$ cat src/hw/rtl/hashed_timing_wheel_timer_core_assert.svh
// Assertion macros used by the timing wheel datapath.
`ifndef HASHED_TIMING_WHEEL_TIMER_CORE_ASSERT_SVH
`define HASHED_TIMING_WHEEL_TIMER_CORE_ASSERT_SVH

// A condition that must hold at every clock edge out of reset.
`define HWT_CHECK(lbl, expr, msg) \
    lbl: assert property (@(posedge aclk) disable iff (!aresetn) (expr)) else $error(msg);

// A condition that must hold whenever a trigger is seen.
`define HWT_IMPLY(lbl, trig, expr, msg) \
    lbl: assert property (@(posedge aclk) disable iff (!aresetn) (trig) |-> (expr)) \
        else $error(msg);

`endif

$ cat src/hw/rtl/hwt_pkg.sv
// Types and constants shared by the timing wheel modules.
package hwt_pkg;

    localparam int ID_W     = 5;
    localparam int PTR_W    = ID_W + 1;
    localparam int SLOT_W   = 6;
    localparam int WHEEL_SLOTS = 1 << SLOT_W;
    localparam int MAX_TIMERS = 1 << ID_W;
    localparam int CNT_W    = ID_W + 1;
    localparam int ROUNDS_W = 24;
    localparam int DIV_W    = 25;
    localparam int DCNT_W   = 5;
    localparam int SLOTS_W  = 17;
    localparam int WAIT_W   = 17;

    localparam logic [PTR_W-1:0] PTR_NIL = {1'b1, {ID_W{1'b0}}};

    localparam logic [2:0] OP_ADD    = 3'd0;
    localparam logic [2:0] OP_ADJUST = 3'd1;
    localparam logic [2:0] OP_DELETE = 3'd2;
    localparam logic [2:0] OP_TICK   = 3'd3;
    localparam logic [2:0] OP_CLEAR  = 3'd4;

    typedef enum logic [4:0] {
        DP_NOP,
        DP_CAPTURE,
        DP_CLEAR,
        DP_LOAD_ID,
        DP_ENT_RD,
        DP_UNLINK,
        DP_DIV_START,
        DP_SC_HEAD,
        DP_SC_LINK,
        DP_SC_BACK,
        DP_TK_INIT,
        DP_TK_STEP,
        DP_TK_END,
        DP_HEAD_RD,
        DP_HEAD_USE,
        DP_DEC,
        DP_EXPIRE,
        DP_WAIT_RES
    } dp_cmd_t;

    typedef struct packed {
        logic [2:0] op;
        logic       present_id;
        logic       cnt_zero;
        logic       div_done;
        logic       slots_zero;
        logic       cur_nil;
        logic       rounds_zero;
        logic       out_free;
    } dp_status_t;

endpackage

$ cat src/hw/rtl/hwt_div.sv
// Restoring divider that produces one quotient bit per cycle.
module hwt_div (
    input  logic                        aclk,
    input  logic                        aresetn,
    input  logic                        start,
    input  logic [hwt_pkg::DIV_W-1:0]   dividend,
    input  logic [15:0]                 divisor,
    output logic                        done,
    output logic [hwt_pkg::DIV_W-1:0]   quotient,
    output logic [15:0]                 remainder
);

    logic [15:0]                 acc_reg, acc_next;
    logic [hwt_pkg::DIV_W-1:0]   quo_reg, quo_next;
    logic [15:0]                 dvs_reg;
    logic [hwt_pkg::DCNT_W-1:0]  cnt_reg;
    logic                        busy_reg;
    logic                        done_reg;
    logic [16:0]                 trial;
    logic [16:0]                 diff;
    logic                        fits;

    always_comb begin
        trial    = {acc_reg, quo_reg[hwt_pkg::DIV_W-1]};
        diff     = trial - {1'b0, dvs_reg};
        fits     = (trial >= {1'b0, dvs_reg});
        acc_next = fits ? diff[15:0] : trial[15:0];
        quo_next = {quo_reg[hwt_pkg::DIV_W-2:0], fits};
    end

    always_ff @(posedge aclk) begin
        if (!aresetn) begin
            busy_reg <= 1'b0;
            done_reg <= 1'b0;
            cnt_reg  <= '0;
        end else begin
            done_reg <= 1'b0;
            if (start) begin
                busy_reg <= 1'b1;
                cnt_reg  <= '0;
            end else if (busy_reg) begin
                cnt_reg <= cnt_reg + 1'b1;
                if (cnt_reg == hwt_pkg::DCNT_W'(hwt_pkg::DIV_W - 1)) begin
                    busy_reg <= 1'b0;
                    done_reg <= 1'b1;
                end
            end
        end
    end

    always_ff @(posedge aclk) begin
        if (start) begin
            acc_reg <= '0;
            quo_reg <= dividend;
            dvs_reg <= divisor;
        end else if (busy_reg) begin
            acc_reg <= acc_next;
            quo_reg <= quo_next;
        end
    end

    assign done      = done_reg;
    assign quotient  = quo_reg;
    assign remainder = acc_reg;

endmodule

$ cat src/hw/rtl/hwt_dp.sv
// Datapath of the timing wheel: slot heads, timer entries, divider and result register.
`include "hashed_timing_wheel_timer_core_assert.svh"

module hwt_dp (
    input  logic                  aclk,
    input  logic                  aresetn,
    input  hwt_pkg::dp_cmd_t      cmd,
    output hwt_pkg::dp_status_t   status,
    input  logic [47:0]           s_tdata,
    input  logic [2:0]            s_tuser,
    input  logic                  cfg_valid,
    input  logic [15:0]           cfg_data,
    output logic                  m_tvalid,
    input  logic                  m_tready,
    output logic [23:0]           m_tdata,
    output logic [0:0]            m_tuser,
    output logic                  m_tlast
);

    localparam int IW = hwt_pkg::ID_W;
    localparam int PW = hwt_pkg::PTR_W;
    localparam int SW = hwt_pkg::SLOT_W;

    logic [IW-1:0]                 head_mem [hwt_pkg::WHEEL_SLOTS];
    logic [PW-1:0]                 next_mem [hwt_pkg::MAX_TIMERS];
    logic [PW-1:0]                 prev_mem [hwt_pkg::MAX_TIMERS];
    logic [SW-1:0]                 slot_mem [hwt_pkg::MAX_TIMERS];
    logic [hwt_pkg::ROUNDS_W-1:0]  rounds_mem [hwt_pkg::MAX_TIMERS];

    logic [hwt_pkg::WHEEL_SLOTS-1:0] head_vld_reg;
    logic [hwt_pkg::MAX_TIMERS-1:0] present_reg;
    logic [hwt_pkg::CNT_W-1:0]      cnt_reg;
    logic [SW-1:0]                  pos_reg;
    logic [15:0]                    rem_reg;
    logic [15:0]                    period_reg;

    logic [2:0]                     op_reg;
    logic [IW-1:0]                  id_reg;
    logic [23:0]                    timeout_reg;
    logic [15:0]                    elapsed_reg;
    logic [PW-1:0]                  cur_reg;
    logic [SW-1:0]                  sl_reg;
    logic [hwt_pkg::ROUNDS_W-1:0]   rounds_reg;
    logic [hwt_pkg::SLOTS_W-1:0]    slots_left_reg;
    logic [SW-1:0]                  vis_reg;
    logic [SW-1:0]                  adv_reg;

    logic [IW-1:0]                  head_rd_reg;
    logic                           hvld_rd_reg;
    logic [PW-1:0]                  next_rd_reg;
    logic [PW-1:0]                  prev_rd_reg;
    logic [SW-1:0]                  slot_rd_reg;
    logic [hwt_pkg::ROUNDS_W-1:0]   rounds_rd_reg;

    logic                           m_valid_reg;
    logic [23:0]                    m_data_reg;
    logic                           m_user_reg;
    logic                           m_last_reg;

    logic [15:0]                    period_eff;
    logic [hwt_pkg::DIV_W-1:0]      dividend;
    logic                           div_done;
    logic [hwt_pkg::DIV_W-1:0]      div_q;
    logic [15:0]                    div_r;
    logic [hwt_pkg::DIV_W-1:0]      n_val;
    logic [hwt_pkg::DIV_W-1:0]      n_less;
    logic [hwt_pkg::ROUNDS_W-1:0]   rounds_new;
    logic [SW-1:0]                  sl_new;
    logic                           unlink;
    logic                           out_free;
    logic                           out_load;
    logic [hwt_pkg::WAIT_W-1:0]     wait_val;
    logic                           walk_rd;
    logic                           walk_ok;

    logic                           head_we;
    logic [SW-1:0]                  head_wa;
    logic [SW-1:0]                  head_ra;
    logic                           next_we;
    logic [IW-1:0]                  next_wa;
    logic [PW-1:0]                  next_wd;
    logic                           prev_we;
    logic [IW-1:0]                  prev_wa;
    logic [PW-1:0]                  prev_wd;
    logic                           rounds_we;
    logic [IW-1:0]                  rounds_wa;
    logic [hwt_pkg::ROUNDS_W-1:0]   rounds_wd;

    always_comb begin
        period_eff = (period_reg == 16'd0) ? 16'd1 : period_reg;
        if (op_reg == hwt_pkg::OP_TICK) begin
            dividend = {9'd0, elapsed_reg} + {9'd0, rem_reg};
        end else begin
            dividend = {1'b0, timeout_reg} + {9'd0, elapsed_reg} + {9'd0, rem_reg};
        end
        n_val      = div_q + {{(hwt_pkg::DIV_W-1){1'b0}}, (div_r != 16'd0)};
        n_less     = n_val - 1'b1;
        rounds_new = (n_val == '0) ? '0
                   : hwt_pkg::ROUNDS_W'(n_less >> SW);
        sl_new     = pos_reg + n_val[SW-1:0];
        unlink     = (cmd == hwt_pkg::DP_UNLINK) || (cmd == hwt_pkg::DP_EXPIRE);
        out_free   = !m_valid_reg || m_tready;
        out_load   = (cmd == hwt_pkg::DP_EXPIRE) || (cmd == hwt_pkg::DP_WAIT_RES);
        wait_val   = (cnt_reg == '0) ? '1 : ({1'b0, period_eff} - {1'b0, rem_reg});
        head_ra    = (cmd == hwt_pkg::DP_SC_HEAD) ? sl_new : vis_reg;
        walk_rd    = (cmd == hwt_pkg::DP_ENT_RD) && !cur_reg[IW];
        walk_ok    = present_reg[cur_reg[IW-1:0]];
    end

    always_comb begin
        head_we   = 1'b0;
        head_wa   = sl_reg;
        next_we   = 1'b0;
        next_wa   = id_reg;
        next_wd   = hwt_pkg::PTR_NIL;
        prev_we   = 1'b0;
        prev_wa   = id_reg;
        prev_wd   = hwt_pkg::PTR_NIL;
        rounds_we = 1'b0;
        rounds_wa = id_reg;
        rounds_wd = rounds_reg;
        if (cmd == hwt_pkg::DP_SC_LINK) begin
            head_we   = 1'b1;
            next_we   = 1'b1;
            next_wd   = hvld_rd_reg ? {1'b0, head_rd_reg} : hwt_pkg::PTR_NIL;
            prev_we   = 1'b1;
            rounds_we = 1'b1;
        end
        if (cmd == hwt_pkg::DP_SC_BACK) begin
            prev_we = hvld_rd_reg;
            prev_wa = head_rd_reg;
            prev_wd = {1'b0, id_reg};
        end
        if (unlink) begin
            head_wa = slot_rd_reg;
            head_we = prev_rd_reg[IW] && !next_rd_reg[IW];
            next_we = !prev_rd_reg[IW];
            next_wa = prev_rd_reg[IW-1:0];
            next_wd = next_rd_reg;
            prev_we = !next_rd_reg[IW];
            prev_wa = next_rd_reg[IW-1:0];
            prev_wd = prev_rd_reg;
        end
        if (cmd == hwt_pkg::DP_DEC) begin
            rounds_we = 1'b1;
            rounds_wa = cur_reg[IW-1:0];
            rounds_wd = rounds_rd_reg - 1'b1;
        end
    end

    hwt_div u_div (
        .aclk      (aclk),
        .aresetn   (aresetn),
        .start     (cmd == hwt_pkg::DP_DIV_START),
        .dividend  (dividend),
        .divisor   (period_eff),
        .done      (div_done),
        .quotient  (div_q),
        .remainder (div_r)
    );

    always_ff @(posedge aclk) begin
        if (!aresetn) begin
            head_vld_reg <= '0;
            present_reg  <= '0;
            cnt_reg      <= '0;
            pos_reg      <= '0;
            rem_reg      <= '0;
            period_reg   <= 16'd100;
            m_valid_reg  <= 1'b0;
        end else begin
            if (cfg_valid) begin
                period_reg <= cfg_data;
            end
            if (out_load) begin
                m_valid_reg <= 1'b1;
            end else if (m_tready) begin
                m_valid_reg <= 1'b0;
            end
            case (cmd)
                hwt_pkg::DP_CLEAR: begin
                    head_vld_reg <= '0;
                    present_reg  <= '0;
                    cnt_reg      <= '0;
                end
                hwt_pkg::DP_SC_LINK: begin
                    head_vld_reg[sl_reg] <= 1'b1;
                    present_reg[id_reg]  <= 1'b1;
                    cnt_reg              <= cnt_reg + 1'b1;
                end
                hwt_pkg::DP_UNLINK, hwt_pkg::DP_EXPIRE: begin
                    if (prev_rd_reg[IW] && next_rd_reg[IW]) begin
                        head_vld_reg[slot_rd_reg] <= 1'b0;
                    end
                    present_reg[cur_reg[IW-1:0]] <= 1'b0;
                    cnt_reg <= cnt_reg - 1'b1;
                end
                hwt_pkg::DP_TK_INIT: begin
                    rem_reg <= div_r;
                end
                hwt_pkg::DP_TK_END: begin
                    pos_reg <= pos_reg + adv_reg;
                end
                default: begin
                end
            endcase
        end
    end

    always_ff @(posedge aclk) begin
        case (cmd)
            hwt_pkg::DP_CAPTURE: begin
                op_reg      <= s_tuser;
                id_reg      <= s_tdata[4:0];
                timeout_reg <= s_tdata[28:5];
                elapsed_reg <= s_tdata[44:29];
            end
            hwt_pkg::DP_LOAD_ID: begin
                cur_reg <= {1'b0, id_reg};
            end
            hwt_pkg::DP_SC_HEAD: begin
                sl_reg     <= sl_new;
                rounds_reg <= rounds_new;
            end
            hwt_pkg::DP_TK_INIT: begin
                slots_left_reg <= div_q[hwt_pkg::SLOTS_W-1:0];
                adv_reg        <= div_q[SW-1:0];
                vis_reg        <= pos_reg;
            end
            hwt_pkg::DP_TK_STEP: begin
                slots_left_reg <= slots_left_reg - 1'b1;
                vis_reg        <= vis_reg + 1'b1;
            end
            hwt_pkg::DP_HEAD_USE: begin
                cur_reg <= hvld_rd_reg ? {1'b0, head_rd_reg} : hwt_pkg::PTR_NIL;
            end
            hwt_pkg::DP_DEC, hwt_pkg::DP_EXPIRE: begin
                cur_reg <= next_rd_reg;
            end
            default: begin
            end
        endcase
        if (out_load) begin
            if (cmd == hwt_pkg::DP_EXPIRE) begin
                m_data_reg <= {2'b00, {hwt_pkg::WAIT_W{1'b0}}, cur_reg[IW-1:0]};
                m_user_reg <= 1'b1;
                m_last_reg <= 1'b0;
            end else begin
                m_data_reg <= {2'b00, wait_val, {IW{1'b0}}};
                m_user_reg <= 1'b0;
                m_last_reg <= 1'b1;
            end
        end
    end

    always_ff @(posedge aclk) begin
        if ((cmd == hwt_pkg::DP_SC_HEAD) || (cmd == hwt_pkg::DP_HEAD_RD)) begin
            head_rd_reg <= head_mem[head_ra];
            hvld_rd_reg <= head_vld_reg[head_ra];
        end
        if (head_we) begin
            head_mem[head_wa] <= (cmd == hwt_pkg::DP_SC_LINK) ? id_reg
                                                                : next_rd_reg[IW-1:0];
        end
    end

    always_ff @(posedge aclk) begin
        if (cmd == hwt_pkg::DP_ENT_RD) begin
            next_rd_reg   <= next_mem[cur_reg[IW-1:0]];
            prev_rd_reg   <= prev_mem[cur_reg[IW-1:0]];
            slot_rd_reg   <= slot_mem[cur_reg[IW-1:0]];
            rounds_rd_reg <= rounds_mem[cur_reg[IW-1:0]];
        end
        if (next_we) begin
            next_mem[next_wa] <= next_wd;
        end
        if (prev_we) begin
            prev_mem[prev_wa] <= prev_wd;
        end
        if (rounds_we) begin
            rounds_mem[rounds_wa] <= rounds_wd;
        end
        if (cmd == hwt_pkg::DP_SC_LINK) begin
            slot_mem[id_reg] <= sl_reg;
        end
    end

    always_comb begin
        status.op          = op_reg;
        status.present_id  = present_reg[id_reg];
        status.cnt_zero    = (cnt_reg == '0);
        status.div_done    = div_done;
        status.slots_zero  = (slots_left_reg == '0);
        status.cur_nil     = cur_reg[IW];
        status.rounds_zero = (rounds_rd_reg == '0);
        status.out_free    = out_free;
    end

    assign m_tvalid = m_valid_reg;
    assign m_tdata  = m_data_reg;
    assign m_tuser  = m_user_reg;
    assign m_tlast  = m_last_reg;

    `HWT_CHECK(a_count_matches, $countones(present_reg) == int'(cnt_reg), "count out of step")
    `HWT_IMPLY(a_walk_present, walk_rd, walk_ok, "list walk reached an absent timer")
    `HWT_IMPLY(a_load_free, out_load, out_free, "result loaded over an untaken beat")

endmodule

$ cat src/hw/rtl/hwt_ctrl.sv
// Controller state machine that sequences the timing wheel datapath.
module hwt_ctrl (
    input  logic                  aclk,
    input  logic                  aresetn,
    input  logic                  s_tvalid,
    output logic                  s_tready,
    input  hwt_pkg::dp_status_t   status,
    output hwt_pkg::dp_cmd_t      cmd
);

    typedef enum logic [3:0] {
        ST_IDLE,
        ST_DECODE,
        ST_UL_RD,
        ST_UL_WR,
        ST_DIV_GO,
        ST_DIV_WAIT,
        ST_SC_HEAD,
        ST_SC_LINK,
        ST_SC_BACK,
        ST_TK_INIT,
        ST_TK_SLOT,
        ST_TK_HRD,
        ST_TK_HUSE,
        ST_TK_ENT,
        ST_TK_EXEC,
        ST_WAIT_OUT
    } state_t;

    state_t state_reg, state_next;
    logic   resched;

    always_comb begin
        resched    = (status.op == hwt_pkg::OP_ADD) || (status.op == hwt_pkg::OP_ADJUST);
        state_next = state_reg;
        cmd        = hwt_pkg::DP_NOP;
        case (state_reg)
            ST_IDLE: begin
                if (s_tvalid) begin
                    cmd        = hwt_pkg::DP_CAPTURE;
                    state_next = ST_DECODE;
                end
            end
            ST_DECODE: begin
                case (status.op)
                    hwt_pkg::OP_ADD: begin
                        cmd        = hwt_pkg::DP_LOAD_ID;
                        state_next = status.present_id ? ST_UL_RD : ST_DIV_GO;
                    end
                    hwt_pkg::OP_ADJUST, hwt_pkg::OP_DELETE: begin
                        cmd        = hwt_pkg::DP_LOAD_ID;
                        state_next = status.present_id ? ST_UL_RD : ST_IDLE;
                    end
                    hwt_pkg::OP_TICK: begin
                        state_next = status.cnt_zero ? ST_WAIT_OUT : ST_DIV_GO;
                    end
                    hwt_pkg::OP_CLEAR: begin
                        cmd        = hwt_pkg::DP_CLEAR;
                        state_next = ST_IDLE;
                    end
                    default: begin
                        state_next = ST_IDLE;
                    end
                endcase
            end
            ST_UL_RD: begin
                cmd        = hwt_pkg::DP_ENT_RD;
                state_next = ST_UL_WR;
            end
            ST_UL_WR: begin
                cmd        = hwt_pkg::DP_UNLINK;
                state_next = resched ? ST_DIV_GO : ST_IDLE;
            end
            ST_DIV_GO: begin
                cmd        = hwt_pkg::DP_DIV_START;
                state_next = ST_DIV_WAIT;
            end
            ST_DIV_WAIT: begin
                if (status.div_done) begin
                    state_next = (status.op == hwt_pkg::OP_TICK) ? ST_TK_INIT : ST_SC_HEAD;
                end
            end
            ST_SC_HEAD: begin
                cmd        = hwt_pkg::DP_SC_HEAD;
                state_next = ST_SC_LINK;
            end
            ST_SC_LINK: begin
                cmd        = hwt_pkg::DP_SC_LINK;
                state_next = ST_SC_BACK;
            end
            ST_SC_BACK: begin
                cmd        = hwt_pkg::DP_SC_BACK;
                state_next = ST_IDLE;
            end
            ST_TK_INIT: begin
                cmd        = hwt_pkg::DP_TK_INIT;
                state_next = ST_TK_SLOT;
            end
            ST_TK_SLOT: begin
                if (status.slots_zero || status.cnt_zero) begin
                    cmd        = hwt_pkg::DP_TK_END;
                    state_next = ST_WAIT_OUT;
                end else begin
                    cmd        = hwt_pkg::DP_TK_STEP;
                    state_next = ST_TK_HRD;
                end
            end
            ST_TK_HRD: begin
                cmd        = hwt_pkg::DP_HEAD_RD;
                state_next = ST_TK_HUSE;
            end
            ST_TK_HUSE: begin
                cmd        = hwt_pkg::DP_HEAD_USE;
                state_next = ST_TK_ENT;
            end
            ST_TK_ENT: begin
                if (status.cur_nil) begin
                    state_next = ST_TK_SLOT;
                end else begin
                    cmd        = hwt_pkg::DP_ENT_RD;
                    state_next = ST_TK_EXEC;
                end
            end
            ST_TK_EXEC: begin
                if (!status.rounds_zero) begin
                    cmd        = hwt_pkg::DP_DEC;
                    state_next = ST_TK_ENT;
                end else if (status.out_free) begin
                    cmd        = hwt_pkg::DP_EXPIRE;
                    state_next = ST_TK_ENT;
                end
            end
            ST_WAIT_OUT: begin
                if (status.out_free) begin
                    cmd        = hwt_pkg::DP_WAIT_RES;
                    state_next = ST_IDLE;
                end
            end
            default: begin
                state_next = ST_IDLE;
            end
        endcase
    end

    always_ff @(posedge aclk) begin
        if (!aresetn) begin
            state_reg <= ST_IDLE;
        end else begin
            state_reg <= state_next;
        end
    end

    assign s_tready = (state_reg == ST_IDLE);

endmodule

$ cat src/hw/rtl/hashed_timing_wheel_timer_core.sv
// Hashed timing wheel of 32 one-shot timers on 64 slots, with a slot period
// register. Commands come in one beat at a time and the next beat is taken
// only once the previous command has finished. An add or adjust first unlinks
// the timer when it is already held, then waits on the shared restoring divider
// that forms the slot count; an adjust of an absent timer does nothing. A
// delete unlinks the timer if it is held, and a clear empties the wheel. A tick
// with no timers held skips the division. Otherwise a tick waits on its
// division, then walks every wheel slot it advances over and every timer found
// in those slots, and may wait for the downstream side to take a result beat.
// Each expired timer gives one beat with tuser set, and every tick ends with
// one beat carrying tlast and the wait time.
module hashed_timing_wheel_timer_core (
    input  logic        aclk,
    input  logic        aresetn,
    input  logic        s_tvalid,
    output logic        s_tready,
    input  logic [47:0] s_tdata,   // timer_id, timeout_ms, elapsed_ms
    input  logic [2:0]  s_tuser,   // opcode
    output logic        m_tvalid,
    input  logic        m_tready,
    output logic [23:0] m_tdata,   // expired_id, wait_ms
    output logic [0:0]  m_tuser,   // expired_valid
    output logic        m_tlast,
    input  logic        cfg_valid,
    output logic        cfg_ready,
    input  logic [15:0] cfg_data
);

    hwt_pkg::dp_cmd_t    cmd;
    hwt_pkg::dp_status_t status;

    assign cfg_ready = 1'b1;

    hwt_ctrl u_ctrl (
        .aclk     (aclk),
        .aresetn  (aresetn),
        .s_tvalid (s_tvalid),
        .s_tready (s_tready),
        .status   (status),
        .cmd      (cmd)
    );

    hwt_dp u_dp (
        .aclk      (aclk),
        .aresetn   (aresetn),
        .cmd       (cmd),
        .status    (status),
        .s_tdata   (s_tdata),
        .s_tuser   (s_tuser),
        .cfg_valid (cfg_valid),
        .cfg_data  (cfg_data),
        .m_tvalid  (m_tvalid),
        .m_tready  (m_tready),
        .m_tdata   (m_tdata),
        .m_tuser   (m_tuser),
        .m_tlast   (m_tlast)
    );

endmodule
$ cat config.mk
export PLATFORM = sky130hd
export DESIGN_NAME = hashed_timing_wheel_timer_core
export DESIGN_NICKNAME = d
export VERILOG_FILES = /design/src/hw/rtl/hwt_pkg.sv /design/src/hw/rtl/hwt_div.sv /design/src/hw/rtl/hwt_dp.sv /design/src/hw/rtl/hwt_ctrl.sv /design/src/hw/rtl/hashed_timing_wheel_timer_core.sv
export VERILOG_INCLUDE_DIRS = /design/src /design/src/hw/rtl
export SDC_FILE = /design/constraint.sdc
export NUM_CORES = 2
export LEC_CHECK = 0
export ABC_AREA = 1
export BUFFER_PORTS_ARGS = -buffer_cell sky130_fd_sc_hd__buf_4
export CAP_MARGIN = 20
export CORE_ASPECT_RATIO = 0.8
export CORE_UTILIZATION = 50
export CTS_BUF_LIST = sky130_fd_sc_hd__clkbuf_8 sky130_fd_sc_hd__clkbuf_16
export DETAILED_ROUTE_END_ITERATION = 10
export PLACE_DENSITY = 0.67
export SYNTH_ARGS = -nofsm -noshare
export SYNTH_HDL_FRONTEND = slang
export SYNTH_SLANG_ARGS = --single-unit
$ cat constraint.sdc
create_clock -name aclk -period 5.45 [get_ports aclk]
set_input_delay 0.2725 -clock aclk [delete_from_list [all_inputs] [get_ports aclk]]
set_output_delay 0.2725 -clock aclk [all_outputs]
set_load 0.005 [all_outputs]
==> out/summary.json <==
{
  "route.vias.total": {"value": 61800},
  "final_number_of_setup_violating_endpoints": {"value": 0},
  "largest_reg_flops": {"value": 768},
  "pwr-share-clk": {"value": 39.7, "unit": "%"},
  "drt-pass1-iter-count": {"value": 7},
  "fraction_of_synthesized_cell_area_in_xor_and_xnor_cells": {"value": 0.777, "unit": "%"},
  "critical_path_peak_fanout": {"value": 20},
  "total_half_perimeter_wirelength_after_legalization_and_detailed_placement": {"value": 151000, "unit": "um"},
  "drc": {"value": 0},
  "power.switching_fraction": {"value": 24.0, "unit": "%"},
  "antenna_found_initial": {"value": 3},
  "drive_above_1_share": {"value": 8.72, "unit": "%"},
  "number_of_library_cell_types_mapped_by_synthesis": {"value": 57},
  "die_area": {"value": 178000, "unit": "um2"},
  "max_clock_freq": {"value": 212, "unit": "MHz"},
  "finalWorstPathRequiredPeriod": {"value": 4.71, "unit": "ns"},
  "crit_path_top_delay_cell": {"value": "sky130_fd_sc_hd__inv_1"},
  "num-nets-final": {"value": 7931},
  "grt_first_pass_wirelength": {"value": 363000, "unit": "um"},
  "numClockSinks": {"value": 2053},
  "worstSetupEndpointType": {"value": "flop"},
  "die_height": {"value": 377, "unit": "um"},
  "wirelength": {"value": 243000, "unit": "um"},
  "slowest_delay": {"value": 0.66, "unit": "ns"},
  "ioPinCount": {"value": 101},
  "peakVddDrop": {"value": 0.000354, "unit": "V"},
  "slew-limit-headroom": {"value": 23.9, "unit": "%"},
  "post_cts.resized_instances": {"value": 0},
  "route.met3.wl": {"value": 24300, "unit": "um"},
  "commonest_non_fill_non_tap_cells_in_the_layout": {"value": "sky130_fd_sc_hd__edfxtp_1 (1885), sky130_fd_sc_hd__nand2_1 (1499), sky130_fd_sc_hd__a22oi_1 (673)"},
  "viasPerCell": {"value": 6.06},
  "yosys_warnings": {"value": 0},
  "postCtsSetupBuffers": {"value": 0},
  "htree_num_levels": {"value": 4},
  "number_of_placement_rows": {"value": 137},
  "critical_path_startpoint_category": {"value": "flop"},
  "pin_count_of_the_biggest_net_entering_global_routing": {"value": 165},
  "dieWidth": {"value": 471, "unit": "um"},
  "ctsHoldBuffers": {"value": 90},
  "cts-root-to-sink-buffers": {"value": 3},
  "fp.coreArea": {"value": 175000, "unit": "um2"},
  "synth-compound-area-share": {"value": 12.1, "unit": "%"},
  "synth_enable_flop_cells": {"value": 1885},
  "finalSetupTns": {"value": 0, "unit": "ns"},
  "critical_path_buf_inv_count": {"value": 2},
  "highest-signal-layer": {"value": "met4"},
  "clock-root-buffer": {"value": "sky130_fd_sc_hd__clkbuf_16"},
  "clkSlewWorstSetupHoldPaths": {"value": 0.06, "unit": "ns"},
  "postSynthCellCount": {"value": 7612},
  "pins_over_slew_limit": {"value": 0},
  "post_synth_fa_ha_maj_area_fraction": {"value": 1.76, "unit": "%"},
  "timing.critical_path.required": {"value": 6.15, "unit": "ns"},
  "clkLatencyLatePin": {"value": 0.84, "unit": "ns"},
  "biggestRegsByFlops": {"value": "u_dp.rounds_mem (768), u_dp.head_mem (320)"},
  "wl_met2": {"value": 105000, "unit": "um"},
  "internal-power": {"value": 0.0256, "unit": "W"},
  "postSynth.topFlopCell": {"value": "sky130_fd_sc_hd__edfxtp_1"},
  "cts_tree": {"value": "yes"},
  "synthMuxAreaShare": {"value": 0, "unit": "%"},
  "cap_violations": {"value": 0},
  "unrepaired_setup_endpoints_after_global_routing": {"value": "false"},
  "critPathArrivalTime": {"value": 5.41, "unit": "ns"},
  "yosysTopAreaCellShare": {"value": 64.3, "unit": "%"},
  "critical-path-top-delay-family": {"value": "simple AND/OR/NAND/NOR gates"},
  "layout_worst_path_cycle_share": {"value": 86.4, "unit": "%"},
  "synth.cell_area": {"value": 88000, "unit": "um2"},
  "synth_top_family_by_area": {"value": "simple AND/OR/NAND/NOR gates"},
  "wl_per_cell": {"value": 23.8, "unit": "um"},
  "static-leakage-power": {"value": 34.6, "unit": "nW"},
  "holdWs": {"value": 0.160, "unit": "ns"},
  "worst_hold_startpoint": {"value": "s_tdata[37]"},
  "globalRouteTotalUtil": {"value": 27.0, "unit": "%"},
  "finalClockSkew": {"value": 0.0436, "unit": "ns"},
  "postSynth.asyncResetShare": {"value": 0, "unit": "%"},
  "grt_overflow_total": {"value": 0},
  "initial_core_util": {"value": 50.4, "unit": "%"},
  "power_density_relative_to_cell_area": {"value": 340, "unit": "nW/um2"},
  "synth_area_per_cell": {"value": 11.6, "unit": "um2"},
  "synth_simple_gate_area_share": {"value": 13.4, "unit": "%"},
  "m1WireLength": {"value": 106000, "unit": "um"},
  "yosys_register_bits": {"value": 2053},
  "power.sequential.fraction": {"value": 51.8, "unit": "%"},
  "port_buffers": {"value": 94},
  "number_of_fillers_in_the_final_layout": {"value": 14000},
  "numCtsBuffers": {"value": 196},
  "area_growth_syn_to_layout": {"value": 12.7, "unit": "%"},
  "registers.top_by_ff_count": {"value": "u_dp.rounds_mem"},
  "worstSetupPathType": {"value": "flop to flop"},
  "outcome": {"value": "finished, final reports clean"},
  "antenna_left": {"value": 0},
  "layout.cells.most_common": {"value": "sky130_fd_sc_hd__edfxtp_1"},
  "regToRegStartpoint": {"value": "u_dp.u_div.remainder[4]$_SDFFE_PP0P_"},
  "worst_slew_pin_slew": {"value": 1.13, "unit": "ns"},
  "power_switching": {"value": 0.00808, "unit": "W"},
  "worst_hold_path_type": {"value": "input port to flop"},
  "final_hold_viol_count": {"value": 0},
  "vias_in_the_first_global_route": {"value": 58200},
  "comb_power_share": {"value": 8.5, "unit": "%"},
  "proportion_of_synthesized_chip_area_in_sequential_cells": {"value": 68.2, "unit": "%"},
  "crit_chain": {"value": "nor4_1 > nand4_1 > ha_1 > ha_1 > or2_2 > nand2_1 > inv_1 > ha_1 > a21oi_1 > nand2_1 > xor2_1 > o21ai_2 > inv_1 > nand3_1 > nand3_1 > nand3_1 > nand2_1"},
  "netlist.top_cell.by_area": {"value": "sky130_fd_sc_hd__edfxtp_1"},
  "synth_area_leaders": {"value": "sky130_fd_sc_hd__edfxtp_1 (64%), sky130_fd_sc_hd__nand2_1 (6.4%), sky130_fd_sc_hd__a22oi_1 (5.7%), sky130_fd_sc_hd__dfxtp_1 (3.8%), sky130_fd_sc_hd__a21oi_1 (3.1%)"},
  "start_point_of_the_critical_path": {"value": "u_dp.u_div.remainder[4]$_SDFFE_PP0P_"},
  "drt_iter0_drc": {"value": 8226},
  "finalWeightedCongestion": {"value": 0.921}
}
## final cells by class
cell class	count	area, um2	area share [%]
sequential	2053	60000	60.5
multi-input combinational	4702	25200	25.5
clock buffer	210	5140	5.19
timing repair buffer	333	3030	3.06
tap	2293	2870	2.89
inverter	463	1760	1.77
clock inverter	142	1120	1.13
antenna	4	10.0	0.0101
## synthesized netlist by cell type (all sizes together) (3+ instances only)
master and instances:
clkinv 9, o211ai 30, ha 87, nor4 65, buf 105, a21o 4, nand3 368, o21a 17
a22oi 673, nand4 100, xnor2 28, o21bai 9, nand2 1514, dfxtp 168, o31ai 4, o21ai 289
nand3b 10, o22ai 61, edfxtp 1885, a21boi 4, a211oi 4, inv 454, nor3 69, xor2 50
a2111oi 9, fa 23, nor2 638, o221ai 6, a31oi 39, a21oi 553, clkbuf 290, or2 34
and2 3
## power by group through the flow
stage	Sequential (W)	Clock [W]	Combinational [W]
after detailed placement	0.0178	0	0.00276
final	0.0175	0.0134	0.00288
after global routing	0.0175	0.0141	0.00315
after CTS	0.0174	0.0135	0.00283
after global placement	0.0178	0	0.00271
after floorplan	0.0177	0	0.00186
## final timing paths
kind / end / slack (ns) / cells past startpoint
hold / removal: u_dp.elapsed_reg[8]$_DFFE_PN_ / 0.16 / 2
setup / recovery: u_dp.head_rd_reg[4]$_DFFE_PP_ / 0.74 / 17
hold reg to reg: u_dp.present_reg[31]$_SDFFE_PN0P_ / 0.48 / 2
setup reg to reg: u_dp.head_rd_reg[4]$_DFFE_PP_ / 0.74 / 17
## per-layer routing
metal  GRT usage (%)  vias up
met5               0        -
met4            8.77        0
met2            39.1     3143
li1                -    27900
met3            5.07      447
met1            40.7    30300
## cells by family after synthesis
kind of cell               after synthesis
AOI/OAI and AO/OA                     1706
xor gates and xnor gates                78
adders and majority gates              110
buffers and inverters                  858
DFF                                   2053
other                                    2
and+or+nand+nor                       2805
## through the flow
step	instance area, um2	utilization (%)	setup WS, ns	std cells	total power, W
after global routing	99100	56.8	0.530	10200	0.0347
after detailed placement	91800	52.6	0.856	9745	0.0205
final	99100	56.8	0.741	10200	0.0337
after CTS	99000	56.7	0.829	10200	0.0338
after global placement	91800	52.6	0.877	9744	0.0205
after floorplan	88000	-	1.17	7613	0.0196
(Power assumes the default switching activity.)
